### src/hw/rtl/num_pkg.sv
// Package for the non-uniform mutation block: widths, register indices, payload types
// and the fixed-point helpers shared by the configuration unit and the back end.
// Depends on nothing.
`default_nettype none

package num_pkg;

  localparam int VALUE_BITS    = 32;
  localparam int RAND_BITS     = 16;
  localparam int PROB_BITS     = 16;
  localparam int PERT_BITS     = 16;
  localparam int ITER_BITS     = 24;
  localparam int CFG_IDX_BITS  = 8;
  localparam int CFG_DATA_BITS = 32;
  localparam int Q30_BITS      = 31;
  localparam int STEPS         = 16;
  localparam int QDEPTH        = 4;

  localparam logic [CFG_IDX_BITS-1:0] REG_PROB  = CFG_IDX_BITS'(0);
  localparam logic [CFG_IDX_BITS-1:0] REG_PERT  = CFG_IDX_BITS'(1);
  localparam logic [CFG_IDX_BITS-1:0] REG_MAXIT = CFG_IDX_BITS'(2);
  localparam logic [CFG_IDX_BITS-1:0] REG_CURIT = CFG_IDX_BITS'(3);

  localparam logic [Q30_BITS-1:0] ONE30 = Q30_BITS'(1) << 30;

  typedef struct packed {
    logic signed [VALUE_BITS-1:0] gene_value;
    logic signed [VALUE_BITS-1:0] lower_limit;
    logic signed [VALUE_BITS-1:0] upper_limit;
    logic [RAND_BITS-1:0]         rand_apply;
    logic [RAND_BITS-1:0]         rand_direction;
    logic [RAND_BITS-1:0]         rand_step;
    logic [RAND_BITS-1:0]         rand_repair;
  } num_in_t;

  typedef struct packed {
    logic signed [VALUE_BITS-1:0] new_value;
    logic                         was_mutated;
  } num_out_t;

  // Classified request as held in the queue between front and back end.
  typedef struct packed {
    logic                         apply;
    logic signed [VALUE_BITS-1:0] val;
    logic signed [VALUE_BITS-1:0] lo;
    logic signed [VALUE_BITS-1:0] hi;
    logic                         neg;
    logic [VALUE_BITS:0]          ymag;
    logic signed [VALUE_BITS-1:0] half;
    logic [RAND_BITS-1:0]         rstep;
    logic [RAND_BITS-1:0]         rrep;
  } num_item_t;

  typedef struct packed {
    logic [PROB_BITS-1:0] prob;
    logic [PERT_BITS-1:0] pert;
    logic [Q30_BITS-1:0]  e;
    logic                 bsmall;
    logic                 ready;
  } num_cfg_t;

  typedef struct packed {
    logic [4:0]          n;
    logic [Q30_BITS-1:0] z;
  } num_norm_t;

  typedef struct packed {
    logic                hit;
    logic [Q30_BITS-1:0] z;
  } num_sq_t;

  function automatic logic [63:0] num_isqrt(input logic [63:0] v);
    logic [63:0] x;
    logic [63:0] r;
    logic [63:0] bv;
    x  = v;
    r  = '0;
    bv = 64'h1 << 62;
    for (int i = 0; i < 32; i++) begin
      if (bv > x) bv = bv >> 2;
    end
    for (int i = 0; i < 32; i++) begin
      if (bv != '0) begin
        if (x >= r + bv) begin
          x = x - (r + bv);
          r = (r >> 1) + bv;
        end else begin
          r = r >> 1;
        end
        bv = bv >> 2;
      end
    end
    return r;
  endfunction

  // Factor 2^(-2^-j) in Q0.30, by repeated floor square roots from one half.
  function automatic logic [29:0] num_exp_factor(input int j);
    logic [63:0] c;
    c = 64'h1 << 29;
    for (int i = 1; i <= j; i++) begin
      c = num_isqrt(c << 30);
    end
    return c[29:0];
  endfunction

  localparam logic [29:0] EXP_C [STEPS] = '{
    num_exp_factor(1),  num_exp_factor(2),  num_exp_factor(3),  num_exp_factor(4),
    num_exp_factor(5),  num_exp_factor(6),  num_exp_factor(7),  num_exp_factor(8),
    num_exp_factor(9),  num_exp_factor(10), num_exp_factor(11), num_exp_factor(12),
    num_exp_factor(13), num_exp_factor(14), num_exp_factor(15), num_exp_factor(16)
  };

  // Leading-one position and the value normalised to Q1.30 (x is below 2^18).
  function automatic num_norm_t num_norm(input logic [31:0] x);
    num_norm_t   r;
    logic [62:0] w;
    r.n = '0;
    for (int i = 0; i < 32; i++) begin
      if (x[i]) r.n = 5'(i);
    end
    w   = {31'b0, x} << 30;
    r.z = Q30_BITS'(w >> r.n);
    return r;
  endfunction

  // One squaring step of the base-2 logarithm.
  function automatic num_sq_t num_square(input logic [Q30_BITS-1:0] z);
    logic [61:0] zz;
    num_sq_t     r;
    zz    = 62'(z) * 62'(z);
    r.hit = zz[61];
    r.z   = r.hit ? zz[61:31] : zz[60:30];
    return r;
  endfunction

  function automatic logic [Q30_BITS-1:0] num_exp_step(input logic [Q30_BITS-1:0] prod,
                                                       input logic [29:0] c);
    logic [60:0] p;
    p = 61'(prod) * 61'(c);
    return p[60:30];
  endfunction

endpackage

`default_nettype wire

### src/hw/rtl/num_front.sv
// Front end: accepts gene requests, classifies them and holds them in a short queue.
// Depends on num_pkg.
`default_nettype none

module num_front
  import num_pkg::*;
(
  input  wire logic      clk,
  input  wire logic      rst_n,
  input  wire logic      push,
  output logic           full,
  input  wire num_in_t   in_data,
  input  wire num_cfg_t  cfg,
  output num_item_t      q_head,
  output logic           q_empty,
  input  wire logic      q_pop
);

  localparam int V  = VALUE_BITS;
  localparam int PW = $clog2(QDEPTH);

  num_item_t           mem_r [QDEPTH];
  logic [PW-1:0]       wr_r, rd_r;
  logic [PW:0]         cnt_r, cnt_nxt;
  logic                acc;
  num_item_t           item;
  logic signed [V:0]   y, d;
  logic                dir_up;

  always_comb begin
    dir_up     = in_data.rand_direction <= (RAND_BITS'(1) << (RAND_BITS - 1));
    y          = dir_up ? ((V+1)'(in_data.upper_limit) - (V+1)'(in_data.gene_value))
                        : ((V+1)'(in_data.lower_limit) - (V+1)'(in_data.gene_value));
    d          = (V+1)'(in_data.upper_limit) - (V+1)'(in_data.lower_limit);
    item.apply = in_data.rand_apply < cfg.prob;
    item.val   = in_data.gene_value;
    item.lo    = in_data.lower_limit;
    item.hi    = in_data.upper_limit;
    item.neg   = y[V];
    item.ymag  = y[V] ? (V+1)'(-y) : (V+1)'(y);
    // Halving rounds toward zero, so negative differences are biased by one.
    item.half  = V'((d + $signed((V+1)'(d[V]))) >>> 1);
    item.rstep = in_data.rand_step;
    item.rrep  = in_data.rand_repair;
  end

  assign full    = (cnt_r == (PW+1)'(QDEPTH)) || !cfg.ready;
  assign acc     = push && !full;
  assign q_empty = (cnt_r == '0);
  assign q_head  = mem_r[rd_r];

  always_comb begin
    cnt_nxt = cnt_r;
    if (acc && !q_pop) cnt_nxt = cnt_r + (PW+1)'(1);
    else if (!acc && q_pop) cnt_nxt = cnt_r - (PW+1)'(1);
  end

  always_ff @(posedge clk) begin
    if (!rst_n) begin
      wr_r  <= '0;
      rd_r  <= '0;
      cnt_r <= '0;
    end else begin
      if (acc) wr_r <= wr_r + PW'(1);
      if (q_pop) rd_r <= rd_r + PW'(1);
      cnt_r <= cnt_nxt;
    end
  end

  always_ff @(posedge clk) begin
    if (acc) mem_r[wr_r] <= item;
  end

endmodule

`default_nettype wire

### config.mk
export PLATFORM = sky130hd
export DESIGN_NAME = num_front
export DESIGN_NICKNAME = d
export VERILOG_FILES = /design/src/hw/rtl/num_pkg.sv /design/src/hw/rtl/num_front.sv
export SDC_FILE = /design/constraint.sdc
export NUM_CORES = 1
export LEC_CHECK = 0
export ABC_AREA = 1
export BUFFER_PORTS_ARGS = -buffer_cell sky130_fd_sc_hd__buf_2
export CORE_MARGIN = 2
export CORE_UTILIZATION = 50
export CTS_BUF_LIST = sky130_fd_sc_hd__clkbuf_4 sky130_fd_sc_hd__clkbuf_8 sky130_fd_sc_hd__clkbuf_16
export CTS_CLUSTER_DIAMETER = 60
export CTS_CLUSTER_SIZE = 30
export DETAILED_ROUTE_END_ITERATION = 12
export PLACE_DENSITY = 0.8
export SYNTH_ARGS = -nofsm -noshare
export SYNTH_HDL_FRONTEND = slang
export SYNTH_SLANG_ARGS = --single-unit
### constraint.sdc
create_clock -name clk -period 13.06 [get_ports clk]
set_input_delay 0.653 -clock clk [delete_from_list [all_inputs] [get_ports clk]]
set_output_delay 0.653 -clock clk [all_outputs]
set_load 0.05 [all_outputs]
Word-level counts from Yosys, hierarchy flattened:

Memory sizes are Yosys's and may differ from the RTL's. A register that Yosys moved wholly into a read port is not among the register bits.
Cells that the tools add are included.

* bits in registers: 7
* bits in writable memories: 780
* input bits: 229
* output and inout bits: 197
* memories kept: 1

* add/sub/neg operators: 9
* magnitude comparators: 2
* eq/ne operators: 1
* multiplexer cells: 8
* reduce and logical (&&, ||, !) cells: 10

Memories
* mem_r: depth 4, width 195, rd ports 1, clocked after memory_dff 1, wr ports 1, line num_front.sv:22 `num_item_t mem_r [QDEPTH];`

Operators with widths (number)
* $sub 32x32->33: 3
* $mux 33: 2
* $add 33x2->33: 1
* $neg 33->33: 1
* $le 16x16->1 const B: 1
* $lt 16x16->1: 1
* $mux 3: 2
* $add 2x1->2 const B: 2
* $logic_not 1->1: 4
* $mux 2: 2
* $add 3x1->3 const B: 1
* $eq 3x3->1 const B: 1
* $logic_and 1x1->1: 3
* $logic_not 3->1: 1
* $sub 3x1->3 const B: 1
* $mux 1: 2
* $reduce_bool 2->1: 1
* $logic_or 1x1->1: 1

Logic depth before layout (Yosys ltp):

Gate-level depths: netlist of run 1.

* word-level depth: 8
* mapped depth: 29
* mapped depth without buffers: 29

Worst setup path after synthesis of run 1:

OpenSTA, ideal clock, no wires.

* path type: input port to flip-flop
* from: input push
* to: memory mem_r[0][0] in the netlist's numbering, enable pin
* setup time: 0.754 ns
* data arrival time: 8.996 ns
* required time: 12.306 ns
* slack: 3.310 ns
* stages on the path: 2
* buffers on the path: 0
* cell sequence: nand3_1 -> nor2_1

* cells in the longest elaborated chain, start to end: 3

RTL lines
* start, declared: line num_front.sv:10 `input wire logic push,`
* $logic_and 1x1->1: line num_front.sv:48 `assign acc = push && !full;`
* $mux 1: line num_front.sv:71 `if (acc) mem_r[wr_r] <= item;`
* $mux 1 (not written as such): line num_front.sv:71
* end, declared: line num_front.sv:22

Every way passes these cells.

==> results of run 1 <==
-- worst register-to-register path: cells and delay by family (launching register included) --
family / cells / cell delay (ns)
buffers and inverters: 2 / 1.70
AND/OR/NAND/NOR: 4 / 1.54
flip-flops: 1 / 0.43
-- state kept, by name, indices dropped and copies added, names as in the netlist, named ones only --
| name | count |
|---|---|
| cnt_r | 3 |
| wr_r | 2 |
| mem_r | 780 |
| rd_r | 2 |
-- area by class of cell --
class                      instances  area [um2]  share of cell area [%]
sequential                       789       23600                    57.3
inverter                         354        1340                    3.26
multi-input combinational       2249       11200                    27.2
antenna                           12        30.0                  0.0729
timing repair buffer             400        2060                    5.00
clock inverter                    38         495                    1.20
tap                              959        1200                    2.91
clock buffer                      51        1240                    3.01
-- path summary, 6_finish.rpt --
kind	start	slack [ns]	cells after the start	endpoint
min reg2reg	rd_r[1]	0.44	1	flip-flop
max reg2reg	cnt_r[0]	8.99	6	mem_r[3][86]
max	flip-flop	7.70	6	q_head[184]
min	in_data[7]	0.24	1	mem_r[1][7]
-- cell usage after synthesis --
master and number:
edfxtp_1 780, nand2_1 600, nor2_1 571, o21ai_0 452, inv_1 347, o22ai_1 195, clkbuf_1 132, nand3_1 106
ha_1 86, a21oi_1 67, xor2_1 36, nand4_1 25, nand3b_1 16, nor2_2 13, nand2_2 12, xnor2_1 12
nor3_1 10, dfxtp_1 9, nor4_1 7, xor2_2 7, inv_2 5, o21ai_1 5, a31oi_1 3, and2_1 3
buf_2 3, fa_1 3, o21bai_1 3, a21boi_0 2, a21o_1 2, buf_1 2, clkinv_1 2, nor2_4 2
o211ai_1 2, a211oi_1 1, buf_4 1, nand3_2 1, nand3b_2 1, nand4_2 1, nor2b_1 1, nor3_2 1
o21ai_2 1, o221ai_1 1, or2_2 1
-- per-stage QoR --
step           setup WS (ns)  cells
2_1_floorplan           3.31   3530
3_3_place_gp            7.64   4751
3_5_place_dp            7.56   4751
4_1_cts                 7.76   4840
5_1_grt                 7.46   4846
6_report                7.70   4852
-- per-layer routing --
| layer | global-route usage [%] | vias up |
|---|---|---|
| met5 | 0 | - |
| met4 | 6.62 | 12 |
| met3 | 3.91 | 128 |
| met2 | 43.1 | 909 |
| met1 | 32.1 | 12770 |
| li1 | - | 12865 |
-- report_power, final --
group,leakage (nW),switching (mW),total [mW],internal [mW]
clock,0.841,0.919,1.68,0.765
sequential,7.15,0.0239,2.96,2.94
combinational,8.22,0.982,1.28,0.296
total,16.2,1.92,5.92,4.00
-- cells by family (layout without fill, tap and decap cells) --
logic type	Yosys count	after routing	synth area share [%]
AO/OA/AOI/OAI	734	734	10.8
XOR/XNOR	55	55	1.46
adder cells (fa/ha/maj)	89	89	3.10
buffers and inverters	492	843	5.06
flip-flops	789	789	64.4
other	0	12	0
AND/OR/NAND/NOR	1371	1371	15.2
==> summary.txt, run 1 <==
status = complete, no violations
CP Data Arrival Time = 4.70 ns
Worst VDD drop = 146 uV
top layer in use = met5
P_leak = 16.2 nW
Routed WL per cell = 19.7 um
most frequent cells in the layout = edfxtp_1 (780), nand2_1 (599), nor2_1 (567), o21ai_0 (452), buf_2 (377)
Worst setup SP type = flip-flop
Via density = 5.50
DR DRC count = 0
Cell Area, Placed = 39400 um2
HPWL Detailed = 65600 um
most common cell after layout, fill and taps aside = edfxtp_1
Syn Area/Cell = 10.4 um2
fin crit period = 5.36 ns
fraction of layout cells with a size suffix above 1 = 13.9%
met2 wire length = 47300 um
crit path buf inv count = 4
worst skew pair latency = 0.61 ns
Worst path slowest cell = buf_4
slowest stage delay, CP = 0.86 ns
Top Ports = 426
Die Area = 75400 um2
CP top delay family = buffers and inverters
initial antenna violation count = 18
FMAX = 0.187 GHz
CTS tree = built
Final Hold Violating Endpoints = 0
Clock Tree Buf Depth = 3
Crit Path Category = reg2out
Cell Rows = 99
cells along the critical path = buf_4, buf_4, buf_4, o21ai_0, o22ai_1, buf_2
final setup violation count = 0
total track usage = 24.7%
clock sink count = 789
RSZ-0062 raised after global routing = no
initial core utilization = 50.4%
synthesis-to-finish area growth = 12.4%
global-route wire length before repair = 142000 um
Die Wd = 275 um
WL final = 95500 um
post-CTS sizing = 0
Syn Std Cell Area = 36600 um2
Tcrit/Tclk final = 41.0%
final design utilization = 56.6%
vias = 26684
setup skew after layout = 0.0147 ns
1st-pass router iterations = 5
port bufs = 377
htree depth = 2
Die Span Y = 275 um
slew margin rel. = 29.4%
Cells after Synth = 3530
Post-CTS Hold Buffers = 0
clock slew at reported path FFs = 0.09 ns
Most common cell on crit path = buf_4
#FFs+latches synth = 789
post-synth top area cell = edfxtp_1
M1 WL = 38800 um
routability cong. = 0.977
setup TNS = 0 ns
number of setup buffers added after CTS = 0
Ys Warns = 0
total CTS buffers = 48
Congestion Overflow GR = 0
Worst Path Max Fanout = 98
vias in the first global route = 24635
power per cell area = 144 nW/um2
CP Capture Type = primary output
Slew Viols, Final = 0
Mapped Nets = 3848
Detail Route Antenna Nets = 0
slew of the pin with the lowest slew margin = 1.06 ns
met3 WL = 6940 um
fillers = 6053
ranking of synthesized cells by area = edfxtp_1 (64%), o21ai_0 (6.2%), nand2_1 (6.1%)
worst hold path type = in2reg
fin area = 41200 um2
Final Power = 5.92 mW
Hold Slack = 0.243 ns
largest net degree at the start of global routing = 131
core area = 72700 um2
Clock Tree Root = clkbuf_16
CP required = 12.41 ns
DR iter-0 viols = 2322
max cap viols = 0
Seq/Total Area, Yosys = 64.4%
Yosys top cell area share = 63.9%
Post-layout nets = 4160
Unique masters post-synth = 43
No activity file was read; power rests on OpenSTA's default activity.
==> inputs of run 2 (changes only) <==
- ABC_AREA: 1 -> 0
- PLACE_DENSITY: 0.8 -> 0.83
- clock period: 13.06 -> 4.5 ns (I/O delays scaled with it)
==> summary.txt, run 2 <==
Cell Rows = 96
post-synth top area cell = edfxtp_1
slowest stage delay, CP = 0.60 ns
DR iter-0 viols = 2048
initial antenna violation count = 6
Tcrit/Tclk final = 95.6%
CTS tree = built
global-route wire length before repair = 132000 um
Worst setup SP type = primary input
synthesis-to-finish area growth = 22.8%
Hold Path End = mem_r[2][144]
slew of the pin with the lowest slew margin = 0.954 ns
CP required = 4.89 ns
total track usage = 24.6%
1st-pass router iterations = 8
R2R depth = 5
routability cong. = 0.952
final design utilization = 61.9%
Via density = 5.84
initial core utilization = 50.4%
P_leak = 15.2 nW
Crit Path Category = in2reg
fillers = 4783
R2R setup slack = 1.88 ns
cells along the critical path = buf_2, nor4_2, buf_4, a41oi_4, buf_12, mux2_2, ha_1, and3_4, a221oi_4, buf_4, or4b_1, o2111a_2, a21oi_4, o211ai_2, or4b_4, and4b_2, a21oi_1, xnor2_1
ys async rst share = 0%
fin crit period = 4.30 ns
CP Capture Type = flip-flop
Synth Area in Adders = 3.29%
setup TNS = 0 ns
Unique masters post-synth = 85
r2r endpoint = mem_r[2][89]
htree depth = 2
total CTS buffers = 48
final setup violation count = 0
Synth Area in XOR/XNOR = 2.99%
ranking of synthesized cells by area = edfxtp_1 (68%), mux4_2 (13%), ha_1 (3.1%)
Compound-Gate Fraction of Synth Area = 4.87%
max cap viols = 0
Ys Warns = 0
Seq/Total Area, Yosys = 68.4%
Die Span Y = 267 um
FF-to-FF Start = cnt_r[0]
main combinational cell family by area after synthesis = multiplexers
Clock Tree Buf Depth = 3
Slew Viols, Final = 0
power per cell area = 426 nW/um2
biggest regs = mem_r: 780 flops, cnt_r: 3 flops
WL final = 87700 um
HPWL Detailed = 60700 um
worst hold path type = in2reg
CP Data Arrival Time = 4.69 ns
Mapped Nets = 2278
mux cell area share after synthesis = 13.8%
largest net degree at the start of global routing = 62
port bufs = 377
Die Wd = 267 um
Detail Route Antenna Nets = 0
largest register by flop count = mem_r
Worst path slowest cell = or4b_4
hold wc startpoint = in_data[110]
Most common cell on crit path = buf_4
Top Ports = 426
crit path buf inv count = 4
Congestion Overflow GR = 0
Post-Synth Simple-Gate Area = 4.77%
most common library cells after synthesis = edfxtp_1 (780), mux4_2 (195), inv_1 (103)
worst skew pair latency = 0.63 ns
Clock Tree Root = clkbuf_16
Cells after Synth = 1960
Routed WL per cell = 24.2 um
EDFF count, synth = 780
Worst VDD drop = 528 uV
vias in the first global route = 21965
most frequent cells in the layout = edfxtp_1 (780), buf_2 (377), buf_4 (230), mux4_2 (195), dlygate4sd3_1 (128)
fraction of layout cells with a size suffix above 1 = 35.7%
Post-layout nets = 3010
#FFs+latches synth = 789
Syn Std Cell Area = 34500 um2
Syn Area/Cell = 17.6 um2
clock sink count = 789
slew margin rel. = 36.4%
max reg flops = 780
core area = 68500 um2
number of setup buffers added after CTS = 0
setup skew after layout = 0.0447 ns
DR DRC count = 0
Die Area = 71200 um2
Yosys top cell area share = 67.8%
status = complete, no violations
Worst Path Max Fanout = 18
CP top delay family = simple AND/OR/NAND/NOR gates
ys flop type = edfxtp_1
most common cell after layout, fill and taps aside = edfxtp_1
vias = 21117
count leader, synth = edfxtp_1
clock slew at reported path FFs = 0.09 ns
Hold Crit Depth = 2
Final Hold Violating Endpoints = 0
FMAX = 0.233 GHz
==> run 2: changes by cell type after synthesis, sizes merged, moves of 85 or more <==
cell	before	now
clkbuf	132	28
mux4	0	195
nor2	586	58
nand3	107	22
o22ai	195	3
inv	352	104
o21ai	458	57
nand2	612	78
==> run 2: routing by layer <==
layer / global-route usage [%] / share of wire, % / vias up
li1: - / - / 9318
met1: 32.2 / 38 / 10715
met2: 42.7 / 52 / 924
met3: 4.23 / 7.3 / 156
met4: 6.79 / 2.7 / 4
met5: 0 / 0.031 / -
==> run 2: what timing repair did <==
action                                  4_1_cts  5_1_grt
hold buffers                                127        1
resized for setup                             0        5
endpoints found under the setup margin        0       55
hold endpoints to repair                    507        1
==> run 2: layout make-up <==
cell class / instances / area (um2) / share of cell area, %
inverter: 104 / 390 / 0.921
timing repair buffer: 747 / 5130 / 12.1
clock buffer: 50 / 1230 / 2.91
tap: 882 / 1100 / 2.60
sequential: 789 / 23600 / 55.7
multi-input combinational: 1002 / 10300 / 24.3
antenna: 4 / 10.0 / 0.0236
clock inverter: 40 / 601 / 1.42
==> run 2: metrics by stage <==
stage / std cells / cell area, um2 / hold WS [ns] / setup slack [ns] / total power [mW]
after floorplan: 1960 / 34500 / 0.324 / 0.00314 / 11.5
after global placement: 3396 / 39300 / 0.434 / -0.248 / 12.9
after detailed placement: 3396 / 39300 / 0.446 / -0.382 / 13.0
after CTS: 3613 / 42400 / 0.00750 / 0.167 / 18.1
after global routing: 3617 / 42400 / 0.0224 / -0.0494 / 18.7
final: 3618 / 42400 / 0.0527 / 0.199 / 18.0
==> run 2: worst max-delay path by stage <==
stage                     cells after the start  slack, ns      endpoint        start
after global placement                       18      -0.25  mem_r[3][93]  in_data[39]
after CTS                                    19       0.17  mem_r[3][90]  in_data[64]
after detailed placement                     20      -0.38  mem_r[0][95]  in_data[35]
after floorplan                              17      0.003  mem_r[0][92]  in_data[39]
final                                        18       0.20  mem_r[3][90]  in_data[35]
after global routing                         19      -0.05  mem_r[3][92]  in_data[35]
==> run 2: cells by family after synthesis <==
| kind of cell | after synthesis |
|---|---|
| adders and majority gates | 89 |
| xor gates and xnor gates | 118 |
| buffers and inverters | 169 |
| and+or+nand+nor | 309 |
| muxes | 229 |
| AOI/OAI and AO/OA | 257 |
| DFF | 789 |
==> run 2: power breakdown <==
part | leakage [nW] | internal [mW] | switching, mW | total (mW)
logic | 7.22 | 1.54 | 2.74 | 4.28
registers | 7.16 | 8.58 | 0.110 | 8.69
clock network | 0.864 | 2.38 | 2.70 | 5.08
